--- src/rtl/core/ipse_pkg.sv ---
package ipse_pkg;

    localparam int MAX_RUN = 48;
    localparam int RUN_CAP = (MAX_RUN < 51) ? MAX_RUN : 51;
    localparam int OFS_W   = 24;
    localparam int LEN_W   = 6;
    localparam int IDX_W   = $clog2(MAX_RUN);

    localparam logic [7:0] CH_P = 8'h50;
    localparam logic [7:0] CH_A = 8'h41;
    localparam logic [7:0] CH_T = 8'h54;
    localparam logic [7:0] CH_C = 8'h43;
    localparam logic [7:0] CH_H = 8'h48;
    localparam logic [7:0] CH_E = 8'h45;
    localparam logic [7:0] CH_O = 8'h4f;
    localparam logic [7:0] CH_F = 8'h46;

    typedef struct packed {
        logic [OFS_W-1:0] start;
        logic [LEN_W-1:0] len;
        logic             same;
    } t_rec;

    // One request from the front to the back, in emission order:
    // header, record of the run closed before the add, buffer write,
    // record closed after the add, EOF trailer.
    typedef struct packed {
        logic             err;
        logic             hdr;
        logic             ca;
        t_rec             rec_a;
        logic             add;
        logic [IDX_W-1:0] add_idx;
        logic [7:0]       add_byte;
        logic             cb;
        t_rec             rec_b;
        logic             eof;
    } t_cmd;

    function automatic logic [7:0] hdr_char(input logic [LEN_W-1:0] k);
        logic [7:0] c;
        unique case (k)
            LEN_W'(0): c = CH_P;
            LEN_W'(1): c = CH_A;
            LEN_W'(2): c = CH_T;
            LEN_W'(3): c = CH_C;
            default:   c = CH_H;
        endcase
        return c;
    endfunction

    function automatic logic [7:0] eof_char(input logic [LEN_W-1:0] k);
        logic [7:0] c;
        unique case (k)
            LEN_W'(0): c = CH_E;
            LEN_W'(1): c = CH_O;
            default:   c = CH_F;
        endcase
        return c;
    endfunction

endpackage

--- src/rtl/core/ips_patch_stream_encoder_core.sv ---
// Channel  Direction  Handshake               Payload
// input    in         i_in_valid/o_in_stall   original_byte, modified_byte, tail_only, last_item
// output   out        o_out_valid/i_out_stall out_byte, error, last_of_run
//
// The front classifies one item per cycle into a two-entry request queue while that queue is not full.
// The back sequencer sends one patch byte per cycle from its output register
// while the output is not stalled; it also spends an idle state taking each
// request and an add state writing each run byte into the run buffer.
// Reset is synchronous, active low; the run buffer is not cleared.
// Input stalls only while the request queue is full.
module ips_patch_stream_encoder_core (
    input  logic       i_clk,
    input  logic       i_rst_n,
    input  logic       i_in_valid,
    output logic       o_in_stall,
    input  logic [7:0] i_original_byte,
    input  logic [7:0] i_modified_byte,
    input  logic       i_tail_only,
    input  logic       i_last_item,
    output logic       o_out_valid,
    input  logic       i_out_stall,
    output logic [7:0] o_out_byte,
    output logic       o_error,
    output logic       o_last_of_run
);

    logic           q_full;
    logic           q_push;
    logic           q_pop;
    logic           q_valid;
    ipse_pkg::t_cmd q_cmd;
    ipse_pkg::t_cmd q_head;

    ipse_front u_front (
        .i_clk          (i_clk),
        .i_rst_n        (i_rst_n),
        .i_in_valid     (i_in_valid),
        .o_in_stall     (o_in_stall),
        .i_original_byte(i_original_byte),
        .i_modified_byte(i_modified_byte),
        .i_tail_only    (i_tail_only),
        .i_last_item    (i_last_item),
        .i_q_full       (q_full),
        .o_q_push       (q_push),
        .o_q_cmd        (q_cmd)
    );

    ipse_cmdq u_q (
        .i_clk  (i_clk),
        .i_rst_n(i_rst_n),
        .i_push (q_push),
        .i_cmd  (q_cmd),
        .o_full (q_full),
        .i_pop  (q_pop),
        .o_valid(q_valid),
        .o_head (q_head)
    );

    ipse_back u_back (
        .i_clk        (i_clk),
        .i_rst_n      (i_rst_n),
        .i_q_valid    (q_valid),
        .i_q_head     (q_head),
        .o_q_pop      (q_pop),
        .o_out_valid  (o_out_valid),
        .i_out_stall  (i_out_stall),
        .o_out_byte   (o_out_byte),
        .o_error      (o_error),
        .o_last_of_run(o_last_of_run)
    );

`ifndef SYNTHESIS
    a_err_is_single : assert property (@(posedge i_clk) disable iff (!i_rst_n)
        o_out_valid && o_error |-> o_last_of_run && (o_out_byte == 8'h00))
        else $error("error result must be a lone zero byte");

    a_pop_nonempty : assert property (@(posedge i_clk) disable iff (!i_rst_n)
        q_pop |-> q_valid)
        else $error("request popped from empty queue");

    a_push_room : assert property (@(posedge i_clk) disable iff (!i_rst_n)
        q_push |-> !q_full)
        else $error("request pushed into full queue");
`endif

endmodule

--- src/rtl/core/ipse_front.sv ---
module ipse_front (
    input  logic               i_clk,
    input  logic               i_rst_n,
    input  logic               i_in_valid,
    output logic               o_in_stall,
    input  logic [7:0]         i_original_byte,
    input  logic [7:0]         i_modified_byte,
    input  logic               i_tail_only,
    input  logic               i_last_item,
    input  logic               i_q_full,
    output logic               o_q_push,
    output ipse_pkg::t_cmd     o_q_cmd
);

    logic [ipse_pkg::OFS_W-1:0] r_pos, n_pos;
    logic [ipse_pkg::OFS_W-1:0] r_start, n_start;
    logic [ipse_pkg::LEN_W-1:0] r_len, n_len;
    logic                       r_same, n_same;
    logic [7:0]                 r_first, n_first;
    logic                       r_in_tail, n_in_tail;
    logic                       r_hdr_sent, n_hdr_sent;
    logic                       acc;
    logic                       differ;
    ipse_pkg::t_cmd             cmd;

    assign o_in_stall = i_q_full;
    assign acc        = i_in_valid && !i_q_full;
    assign o_q_push   = acc;
    assign o_q_cmd    = cmd;
    assign differ     = i_tail_only || (i_original_byte != i_modified_byte);

    always_comb begin
        n_pos      = r_pos;
        n_start    = r_start;
        n_len      = r_len;
        n_same     = r_same;
        n_first    = r_first;
        n_in_tail  = r_in_tail;
        n_hdr_sent = r_hdr_sent;
        cmd        = '0;
        if (r_in_tail && !i_tail_only) begin
            cmd.err = 1'b1;
        end else begin
            cmd.hdr    = !r_hdr_sent;
            n_hdr_sent = 1'b1;
            // close the open run at tail entry or on an equal byte
            if ((i_tail_only && !r_in_tail) || !differ) begin
                if (n_len != '0) begin
                    cmd.ca    = 1'b1;
                    cmd.rec_a = '{start: n_start, len: n_len, same: n_same};
                end
                n_len  = '0;
                n_same = 1'b1;
            end
            if (i_tail_only) begin
                n_in_tail = 1'b1;
            end
            if (differ) begin
                if (n_len == '0) begin
                    n_start = r_pos;
                    n_same  = 1'b1;
                    n_first = i_modified_byte;
                end else if (i_modified_byte != r_first) begin
                    n_same = 1'b0;
                end
                cmd.add      = 1'b1;
                cmd.add_idx  = n_len[ipse_pkg::IDX_W-1:0];
                cmd.add_byte = i_modified_byte;
                n_len        = n_len + ipse_pkg::LEN_W'(1);
                if (n_len >= ipse_pkg::LEN_W'(ipse_pkg::RUN_CAP)) begin
                    cmd.cb    = 1'b1;
                    cmd.rec_b = '{start: n_start, len: n_len, same: n_same};
                    n_len     = '0;
                    n_same    = 1'b1;
                end
            end
            n_pos = r_pos + ipse_pkg::OFS_W'(1);
            if (i_last_item) begin
                if (n_len != '0) begin
                    cmd.cb    = 1'b1;
                    cmd.rec_b = '{start: n_start, len: n_len, same: n_same};
                end
                cmd.eof    = 1'b1;
                n_len      = '0;
                n_start    = '0;
                n_same     = 1'b1;
                n_pos      = '0;
                n_in_tail  = 1'b0;
                n_hdr_sent = 1'b0;
            end
        end
    end

    always_ff @(posedge i_clk) begin
        if (!i_rst_n) begin
            r_pos      <= '0;
            r_start    <= '0;
            r_len      <= '0;
            r_same     <= 1'b1;
            r_in_tail  <= 1'b0;
            r_hdr_sent <= 1'b0;
        end else if (acc && !cmd.err) begin
            r_pos      <= n_pos;
            r_start    <= n_start;
            r_len      <= n_len;
            r_same     <= n_same;
            r_in_tail  <= n_in_tail;
            r_hdr_sent <= n_hdr_sent;
        end
    end

    always_ff @(posedge i_clk) begin
        if (acc && !cmd.err) begin
            r_first <= n_first;
        end
    end

endmodule

--- src/rtl/core/ipse_cmdq.sv ---
module ipse_cmdq (
    input  logic           i_clk,
    input  logic           i_rst_n,
    input  logic           i_push,
    input  ipse_pkg::t_cmd i_cmd,
    output logic           o_full,
    input  logic           i_pop,
    output logic           o_valid,
    output ipse_pkg::t_cmd o_head
);

    ipse_pkg::t_cmd r_mem [2];
    logic           r_wp;
    logic           r_rp;
    logic [1:0]     r_cnt;

    assign o_full  = (r_cnt == 2'd2);
    assign o_valid = (r_cnt != 2'd0);
    assign o_head  = r_mem[r_rp];

    always_ff @(posedge i_clk) begin
        if (!i_rst_n) begin
            r_wp  <= 1'b0;
            r_rp  <= 1'b0;
            r_cnt <= 2'd0;
        end else begin
            if (i_push) begin
                r_wp <= !r_wp;
            end
            if (i_pop) begin
                r_rp <= !r_rp;
            end
            r_cnt <= r_cnt + 2'(i_push) - 2'(i_pop);
        end
    end

    always_ff @(posedge i_clk) begin
        if (i_push) begin
            r_mem[r_wp] <= i_cmd;
        end
    end

endmodule

--- src/rtl/core/ipse_back.sv ---
module ipse_back (
    input  logic           i_clk,
    input  logic           i_rst_n,
    input  logic           i_q_valid,
    input  ipse_pkg::t_cmd i_q_head,
    output logic           o_q_pop,
    output logic           o_out_valid,
    input  logic           i_out_stall,
    output logic [7:0]     o_out_byte,
    output logic           o_error,
    output logic           o_last_of_run
);

    localparam logic [3:0] S_IDLE = 4'd0;
    localparam logic [3:0] S_HDR  = 4'd1;
    localparam logic [3:0] S_OFS  = 4'd2;
    localparam logic [3:0] S_SIZE = 4'd3;
    localparam logic [3:0] S_DATA = 4'd4;
    localparam logic [3:0] S_RLEB = 4'd5;
    localparam logic [3:0] S_ADD  = 4'd6;
    localparam logic [3:0] S_EOF  = 4'd7;
    localparam logic [3:0] S_ERR  = 4'd8;

    // pending phases of the current request
    localparam int P_HDR = 4;
    localparam int P_CA  = 3;
    localparam int P_ADD = 2;
    localparam int P_CB  = 1;
    localparam int P_EOF = 0;

    logic [3:0]                 r_state, n_state;
    logic [4:0]                 r_pend, n_pend;
    logic                       r_recb, n_recb;
    logic [ipse_pkg::LEN_W-1:0] r_cnt, n_cnt;
    ipse_pkg::t_cmd             r_cmd, n_cmd;
    logic                       r_ov, n_ov;
    logic [7:0]                 r_ob, n_ob;
    logic                       r_oe, n_oe;
    logic                       r_ol, n_ol;

    logic [7:0]                 r_buf [ipse_pkg::MAX_RUN];
    logic [7:0]                 r_rd;
    logic [ipse_pkg::IDX_W-1:0] rd_addr;

    ipse_pkg::t_rec             rec;
    logic                       rle;
    logic                       emitting;
    logic                       out_free;
    logic                       go;
    logic                       fin;
    logic                       rest;
    logic                       pop;
    logic [7:0]                 byte_val;
    logic [ipse_pkg::LEN_W-1:0] len_m1;

    function automatic logic [3:0] pick(input logic [4:0] p);
        logic [3:0] s;
        priority if (p[P_HDR]) s = S_HDR;
        else if (p[P_CA])      s = S_OFS;
        else if (p[P_ADD])     s = S_ADD;
        else if (p[P_CB])      s = S_OFS;
        else if (p[P_EOF])     s = S_EOF;
        else                   s = S_IDLE;
        return s;
    endfunction

    assign rec      = r_recb ? r_cmd.rec_b : r_cmd.rec_a;
    assign rle      = (rec.len > ipse_pkg::LEN_W'(2)) && rec.same;
    assign len_m1   = rec.len - ipse_pkg::LEN_W'(1);
    assign out_free = !r_ov || !i_out_stall;
    assign emitting = (r_state != S_IDLE) && (r_state != S_ADD);
    assign go       = emitting ? out_free : 1'b1;
    assign pop      = (r_state == S_IDLE) && i_q_valid;
    assign o_q_pop  = pop;

    always_comb begin
        fin      = 1'b0;
        rest     = 1'b0;
        byte_val = 8'h00;
        unique case (r_state)
            S_HDR: begin
                fin      = (r_cnt == ipse_pkg::LEN_W'(4));
                rest     = r_pend[P_CA] || r_pend[P_CB] || r_pend[P_EOF];
                byte_val = ipse_pkg::hdr_char(r_cnt);
            end
            S_OFS: begin
                rest = 1'b1;
                unique case (r_cnt)
                    ipse_pkg::LEN_W'(0): byte_val = rec.start[23:16];
                    ipse_pkg::LEN_W'(1): byte_val = rec.start[15:8];
                    default:             byte_val = rec.start[7:0];
                endcase
            end
            S_SIZE: begin
                rest = 1'b1;
                if (rle) begin
                    byte_val = (r_cnt == ipse_pkg::LEN_W'(3)) ? 8'(rec.len) : 8'h00;
                end else begin
                    byte_val = (r_cnt == ipse_pkg::LEN_W'(1)) ? 8'(rec.len) : 8'h00;
                end
            end
            S_DATA: begin
                fin      = (r_cnt == len_m1);
                rest     = r_recb ? r_pend[P_EOF] : (r_pend[P_CB] || r_pend[P_EOF]);
                byte_val = r_rd;
            end
            S_RLEB: begin
                fin      = 1'b1;
                rest     = r_recb ? r_pend[P_EOF] : (r_pend[P_CB] || r_pend[P_EOF]);
                byte_val = r_rd;
            end
            S_EOF: begin
                fin      = (r_cnt == ipse_pkg::LEN_W'(2));
                byte_val = ipse_pkg::eof_char(r_cnt);
            end
            S_ERR: begin
                fin = 1'b1;
            end
            S_IDLE, S_ADD: begin
                fin = 1'b1;
            end
            default: begin
                fin = 1'b1;
            end
        endcase
    end

    always_comb begin
        n_state = r_state;
        n_pend  = r_pend;
        n_recb  = r_recb;
        n_cnt   = r_cnt;
        n_cmd   = r_cmd;
        if (pop) begin
            n_cmd = i_q_head;
            n_cnt = '0;
            if (i_q_head.err) begin
                n_pend  = '0;
                n_state = S_ERR;
            end else begin
                n_pend  = {i_q_head.hdr, i_q_head.ca, i_q_head.add, i_q_head.cb,
                           i_q_head.eof};
                n_state = pick(n_pend);
                n_recb  = !n_pend[P_CA];
            end
        end else if (go && r_state != S_IDLE) begin
            n_cnt = r_cnt + ipse_pkg::LEN_W'(1);
            unique case (r_state)
                S_OFS: begin
                    if (r_cnt == ipse_pkg::LEN_W'(2)) begin
                        n_state = S_SIZE;
                        n_cnt   = '0;
                    end
                end
                S_SIZE: begin
                    if (rle && r_cnt == ipse_pkg::LEN_W'(3)) begin
                        n_state = S_RLEB;
                        n_cnt   = '0;
                    end else if (!rle && r_cnt == ipse_pkg::LEN_W'(1)) begin
                        n_state = S_DATA;
                        n_cnt   = '0;
                    end
                end
                default: begin
                    if (fin) begin
                        unique case (r_state)
                            S_HDR:          n_pend[P_HDR] = 1'b0;
                            S_DATA, S_RLEB: begin
                                if (r_recb) begin
                                    n_pend[P_CB] = 1'b0;
                                end else begin
                                    n_pend[P_CA] = 1'b0;
                                end
                            end
                            S_ADD:          n_pend[P_ADD] = 1'b0;
                            S_EOF:          n_pend[P_EOF] = 1'b0;
                            default:        n_pend = '0;
                        endcase
                        n_state = pick(n_pend);
                        n_recb  = !n_pend[P_CA];
                        n_cnt   = '0;
                    end
                end
            endcase
        end
    end

    always_comb begin
        n_ov = r_ov;
        n_ob = r_ob;
        n_oe = r_oe;
        n_ol = r_ol;
        if (out_free) begin
            n_ov = emitting;
            n_ob = byte_val;
            n_oe = (r_state == S_ERR);
            n_ol = fin && !rest;
        end
    end

    // keep the read address one step ahead of the data byte being sent
    always_comb begin
        rd_addr = '0;
        if (r_state == S_DATA) begin
            if (go && !fin) begin
                rd_addr = ipse_pkg::IDX_W'(r_cnt + ipse_pkg::LEN_W'(1));
            end else if (!go) begin
                rd_addr = r_cnt[ipse_pkg::IDX_W-1:0];
            end
        end
    end

    always_ff @(posedge i_clk) begin
        if (r_state == S_ADD) begin
            r_buf[r_cmd.add_idx] <= r_cmd.add_byte;
        end
        r_rd <= r_buf[rd_addr];
    end

    always_ff @(posedge i_clk) begin
        if (!i_rst_n) begin
            r_state <= S_IDLE;
            r_pend  <= '0;
            r_recb  <= 1'b0;
            r_cnt   <= '0;
            r_ov    <= 1'b0;
        end else begin
            r_state <= n_state;
            r_pend  <= n_pend;
            r_recb  <= n_recb;
            r_cnt   <= n_cnt;
            r_ov    <= n_ov;
        end
    end

    always_ff @(posedge i_clk) begin
        r_cmd <= n_cmd;
        r_ob  <= n_ob;
        r_oe  <= n_oe;
        r_ol  <= n_ol;
    end

    assign o_out_valid   = r_ov;
    assign o_out_byte    = r_ob;
    assign o_error       = r_oe;
    assign o_last_of_run = r_ol;

endmodule
--- config.mk ---
export PLATFORM = sky130hd
export DESIGN_NAME = ips_patch_stream_encoder_core
export DESIGN_NICKNAME = d
export VERILOG_FILES = /design/src/rtl/core/ipse_pkg.sv /design/src/rtl/core/ips_patch_stream_encoder_core.sv /design/src/rtl/core/ipse_front.sv /design/src/rtl/core/ipse_cmdq.sv /design/src/rtl/core/ipse_back.sv
export SDC_FILE = /design/constraint.sdc
export NUM_CORES = 1
export LEC_CHECK = 0
export BUFFER_PORTS_ARGS = -buffer_cell sky130_fd_sc_hd__buf_4
export CAP_MARGIN = 0
export CORE_ASPECT_RATIO = 1.2
export CORE_MARGIN = 5
export CORE_UTILIZATION = 50
export DETAILED_ROUTE_END_ITERATION = 10
export GPL_ROUTABILITY_DRIVEN = 0
export PLACE_DENSITY = 0.7
export REMOVE_ABC_BUFFERS = 1
export SYNTH_ARGS = -nofsm -noshare
export SYNTH_HDL_FRONTEND = slang
export SYNTH_SLANG_ARGS = --single-unit
--- constraint.sdc ---
create_clock -name i_clk -period 6.4 [get_ports i_clk]
set_input_delay 0.64 -clock i_clk [delete_from_list [all_inputs] [get_ports i_clk]]
set_output_delay 0.64 -clock i_clk [all_outputs]
set_load 0.01 [all_outputs]
Word-level counts from Yosys, hierarchy flattened --
Memory sizes are Yosys's and may differ from the RTL's. A register that Yosys moved wholly into a read port is not among the register bits. Cells that the tools add are included.
Cells by class: multiplexer cells 108, add/sub/neg operators 6, eq/ne operators 21, reductions and logical operators 57, bitwise operators 2, order comparisons 2
Operators by type and width (count):
- two-way mux 32 bit | 4
- two-way mux 24 bit | 4
- two-way mux 6 bit | 15
- two-way mux 81 bit | 1
- two-way mux 4 bit | 15
- two-way mux 1 bit | 48
- two-way mux 47 bit | 1
- case mux 8 bit (5 select lines) | 1
- two-way mux 33 bit | 1
- two-way mux 31 bit | 1
- two-way mux 5 bit | 5
- adder 24 x 1 -> 24 bit, second input constant | 1
- case mux 5 bit (4 select lines) | 1
- == test 4 x 3 -> 1 bit, second input constant | 4
- != test 8 bit | 2
- case mux 4 bit (2 select lines) | 2
- case mux 8 bit (2 select lines) | 1
- logical NOT 1 bit | 15
- adder 6 x 1 -> 6 bit, second input constant | 2
- == test 6 x 2 -> 1 bit, second input constant | 2
- logical AND 1 bit | 12
- logical NOT 6 bit | 2
- case mux 6 bit (2 select lines) | 1
- AND reduction 4 bit | 3
- 33 further kinds | 52
Word-level totals: memories kept 2, output and inout bits 12, flip-flop bits (word level) 172, bits of input ports 22, bits in writable memories 548
Memories:
- u_back.r_buf | depth 48, width 8, read ports 1, clocked after Yosys merged registers in 1, wr ports 1, line ipse_back.sv:41 | logic [7:0] r_buf [ipse_pkg::MAX_RUN];
- u_q.r_mem | depth 2, width 82, read ports 1, clocked after Yosys merged registers in 1, wr ports 1, line ipse_cmdq.sv:12 | ipse_pkg::t_cmd r_mem [2];

Depth between registers and ports, before layout --
depth in word-level cells 17, mapped depth 18, depth with buffers taken out 15

Hierarchy --
From an unflattened synthesis, not the netlist that was laid out.
Unflattened totals: cell total of the unflattened synthesis 2249, area total of the unflattened synthesis 31332.6 sq um
By module, submodules not included:
- ipse_back | cells an instance 1539, times used 1, area an instance 20987.6 sq um
- ipse_cmdq | cells an instance 276, times used 1, area an instance 6547.5 sq um
- ipse_front | cells an instance 434, times used 1, area an instance 3797.4 sq um

Worst setup path after synthesis --
Ideal clock, no wire load.
path kind input to register, from input port i_in_valid, to memory u_q.r_mem[0][0] in the netlist's numbering (enable), arrival time 4.143 ns, buffers on the path 0, setup time 0.523 ns, cell stages on the path 2, setup slack 1.734 ns, required time 5.877 ns, cell sequence nand2_1 nor2_1
On the way: longest elaborated chain between the ends 3
Ends and longest elaborated chain:
- start: declaration | line ips_patch_stream_encoder_core.sv:14 | input logic i_in_valid,
- logical AND 1 bit | line ipse_front.sv:27 | assign acc = i_in_valid && !i_q_full;
- two-way mux 1 bit | line ipse_cmdq.sv:38 | if (i_push) begin
- two-way mux 1 bit (implied by the code) | line ipse_cmdq.sv:39 | r_mem[r_wp] <= i_cmd;
- end: declaration | line ipse_cmdq.sv:12
Every way passes these cells.

Final worst setup path --
from register u_back.r_recb, to register u_back.r_rd[1], read port of u_back.r_buf
On the way: longest elaborated chain between the ends 8
Ends and longest elaborated chain:
- start: declaration | line ipse_back.sv:33 | logic r_recb, n_recb;
- start signal: assignment | line ipse_back.sv:230 | r_recb <= n_recb;
- two-way mux 31 bit | line ipse_back.sv:67 | assign rec = r_recb ? r_cmd.rec_b : r_cmd.rec_a;
- subtractor 6 x 1 -> 6 bit | line ipse_back.sv:69 | assign len_m1 = rec.len - ipse_pkg::LEN_W'(1);
- == test 6 bit | line ipse_back.sv:103 | fin = (r_cnt == len_m1);
- case mux 1 bit (4 select lines) | line ipse_back.sv:80 | unique case (r_state)
- logical NOT 1 bit | line ipse_back.sv:205 | if (go && !fin) begin
- logical AND 1 bit | line ipse_back.sv:205
- two-way mux 6 bit | line ipse_back.sv:205
- two-way mux 6 bit | line ipse_back.sv:204 | if (r_state == S_DATA) begin
- end: declaration | line ipse_back.sv:42 | logic [7:0] r_rd;
Every way passes these cells. A chain may end at the register's enable or synchronous reset.

==> run summary <==
* finished, final reports clean — result of the run
* sky130_fd_sc_hd__edfxtp_1 — prevailing post-synth register cell
* 72060 sq um — total die area
* 12.34% — tightest slew margin relative to the limit
* 50.60% — effective utilization at floorplan
* 6.685 — drt via density
* 44410 um — detailed-routed wire length on met2
* 177.0 MHz — achievable frequency
* 6.10 ns — Crit path arrival time
* 1.314 ns — Worst-Margin Slew
* 43.4% — proportion of power drawn by flip-flops and latches
* 0.4123% — fraction of the mapped netlist area in adder cells
* 34560 sq um — area of placed instances
* 12.43 sq um — average cell area after synthesis
* 59280 um — HPWL Detailed
* 0.03385 ns — Final Skew
* 143100 um — first-pass GRT wire length
* 0 — Max-cap violations
* 24080 — via count of the routed design
* 62.96% — Seq/Total Area, Yosys
* 72 — number of clock buffers inserted by TritonCTS
* 65980 sq um — area of the core
* 0 — Congestion Overflow GR
* 30.5% — power share of the clock group
* 0 — drt drc
* 4.748 mW — switching power total
* 0% — fraction of registers with async set/reset
* 85 — Cell variety after synth
* 0 — antenna diode count
* 9.865 mW — Power Internal
* compound AO/OA/AOI/OAI gates — combinational family with the most area after synthesis
* 26.35 um — drt wl/cell
* 0 — buffer count from post-CTS setup fixing
* 5.649 ns — Min Clock Period, post-route
* 0 — Final Max Tran Viols
* 245.9 um — Die X-Extent
* 0.06 ns — Reg clk slew, reported paths
* 37040 sq um — final cell area excluding filler cells
* 26.1% — fraction of power consumed by combinational cells
* 11500 sq um — area taken by multi-input logic gates
* 0 ns — final sum of negative setup slack
* 94920 um — total length of routed wires
* 16.02% — share of the synthesized area in compound gates (AO/OA/AOI/OAI)
* 5323 — number of inserted filler cells in the final layout
* 97 — maximum number of pins on one net before global-route repair
* 0 — final number of hold-violating endpoints
* primary input to flop — worst hold path type
* 32.49% — sw frac
* 0.75 ns — internal reg-to-reg setup slack
* 729 — Yosys reg bits
* 729 — number of clock sinks
* 0.2745 ns — worst hold slack after final layout
* flop — sort of element at the start of the critical path
* 3 — maximum level of the CTS H-tree
* 12.46 nW — leak pwr
* 5.667% — fraction of synthesized area in multiplexers
* 0 — DRT antenna net count
* 2686 — cell count after synthesis
* 10.61% — Simple-Gate Fraction of Synth Area
* no — unrepaired setup endpoints after global routing
* 0.0003011 V — largest vdd supply drop
* 2687 — Final #Nets
* 642 — Post-synth EDFFs
* 3092 — Starting DRT DRC Count
* 8 — count of TritonRoute iterations in the first routing pass
* 33380 sq um — Mapped Area
* 19 — largest fanout of any net on the critical path
* 103 — Std-Cell Rows
* built — TritonCTS clock tree
* 0 — yosys warns
* 394.5 nW/um^2 — power per unit of standard cell area
* 3 — Clock Path Buffers
* 1 — initial antenna violation count
* 0 — final setup vio count
* 9044 um — total met3 wirelength after detailed routing
* sky130_fd_sc_hd__clkbuf_16 — Root Driver
* met5 — topmost layer with routed signal wires
* 21030 sq um — area occupied by registers
* 35630 um — met1 wire length
* 0.62 ns — Clock Latency Late Sink
* 0 — Post-CTS Resized
* 25.60% — overall routing resource usage
* 33 — Port-buffer cells
* 293.1 um — Die H
* flop — Worst Setup End Kind
* 1.289% — Post-Synth XOR/XNOR Area
* 23400 — via count of the first global-routing pass
* 14.61 mW — overall power
* 10.96% — layout overhead on the synthesized area
* 88.26% — final worst-path cycle share
* sky130_fd_sc_hd__edfxtp_1, sky130_fd_sc_hd__nand2_1, sky130_fd_sc_hd__nor2_1, sky130_fd_sc_hd__o21ai_0, sky130_fd_sc_hd__a21oi_1 — most used cells in the layout excluding fill and tap cells
* 0 — Hold-fix buffers, CTS
* 34 — ports placed on the boundary
* sky130_fd_sc_hd__edfxtp_1 — most common cell after layout, fill and taps aside
* 12.55% — proportion of layout cells with a drive suffix above 1
* flop to flop — Crit Path Class
* 6.85 ns — required time of the critical path
==> layout make-up <==
type	instances	area share (%)
inverter	53	0.5404
tap	892	3.013
timing repair buffer	92	1.932
multi-input combinational	1706	31.03
sequential	729	56.77
clock inverter	38	1.226
clock buffer	92	5.489
==> cell families after synthesis <==
kind of cell	Yosys count
AOI/OAI and AO/OA	741
xor gates and xnor gates	45
adders and majority gates	11
buffers and inverters	251
DFF	729
muxes	177
and+or+nand+nor	732
==> power by group through the flow <==
stage               registers, mW  logic [mW]  clock network [mW]
floorplan                    6.53        2.13                   0
global placement             6.42        3.64                   0
detailed placement           6.43        3.71                   0
CTS                          6.34        3.73                4.50
global route                 6.38        4.05                4.70
finish                       6.34        3.82                4.45
==> path summary, 6_finish.rpt <==
path                              startpoint                         endpoint  cells after the start
min reg2reg  u_front.r_hdr_sent$_SDFFE_PN0P_  u_front.r_hdr_sent$_SDFFE_PN0P_                      2
min                       i_modified_byte[1]     u_front.r_first[1]$_DFFE_PP_                      1
max               u_back.r_recb$_SDFFE_PN0P_           u_back.r_rd[1]$_DFF_P_                     12
max reg2reg       u_back.r_recb$_SDFFE_PN0P_           u_back.r_rd[1]$_DFF_P_                     12
==> flip-flops by register name, summed over array words and instances, names as in the netlist, 2 cells and up, named ones only <==
| register | flops |
|---|---|
| u_front.r_start | 24 |
| u_front.r_first | 8 |
| u_q.r_cnt | 2 |
| u_back.r_state | 4 |
| u_back.r_pend | 5 |
| u_back.r_cmd | 76 |
| u_back.r_rd | 8 |
| u_q.r_mem | 164 |
| u_back.o_out_byte | 8 |
| u_back.r_buf | 384 |
| u_front.r_len | 6 |
| u_front.r_pos | 24 |
| u_back.r_cnt | 6 |
==> synth_stat cells, drive strengths merged (35+ instances only) <==
cell type | n | area share (%)
and3 | 97 | 1.8
o21ai | 126 | 1.9
inv | 53 | 0.60
a311oi | 51 | 1.3
a211oi | 91 | 2.0
buf | 50 | 0.77
mux2i | 81 | 2.4
nand3 | 82 | 1.2
a22o | 41 | 1.1
a221oi | 42 | 1.1
dfxtp | 87 | 5.2
nor2 | 191 | 2.2
edfxtp | 642 | 58
nand2 | 220 | 2.5
a22oi | 100 | 2.3
a32oi | 35 | 0.92
clkbuf | 148 | 1.7
a21oi | 107 | 1.6
mux2 | 96 | 3.2
==> worst max-delay path: stages (launching register included) <==
cell and delay (ns):
sky130_fd_sc_hd__dfxtp_1 0.42, sky130_fd_sc_hd__mux2i_1 0.43, sky130_fd_sc_hd__ha_1 0.27, sky130_fd_sc_hd__or4bb_1 0.53
sky130_fd_sc_hd__and3_1 0.21, sky130_fd_sc_hd__or4_1 0.55, sky130_fd_sc_hd__nand3_1 0.14, sky130_fd_sc_hd__or4_1 0.22
sky130_fd_sc_hd__and2_1 0.93, sky130_fd_sc_hd__nor2_1 0.29, sky130_fd_sc_hd__a22o_1 0.28, sky130_fd_sc_hd__a211oi_1 1.04
sky130_fd_sc_hd__a211oi_1 0.18
==> stage by stage <==
step           setup slack (ns)  util (%)  cells
2_1_floorplan            -3.059         -   2488
3_3_place_gp              1.332     52.37   3472
3_5_place_dp              1.178     52.37   3472
4_1_cts                   1.178     56.14   3602
5_1_grt                  0.5424     56.14   3602
6_report                 0.7512     56.14   3602
==> layer usage <==
layer | vias up | track usage (%)
met5 | - | 0
met4 | 2 | 14.11
met3 | 338 | 4.685
met2 | 1484 | 41.15
met1 | 11799 | 33.10
li1 | 10457 | -
(Power assumes the default switching activity.)
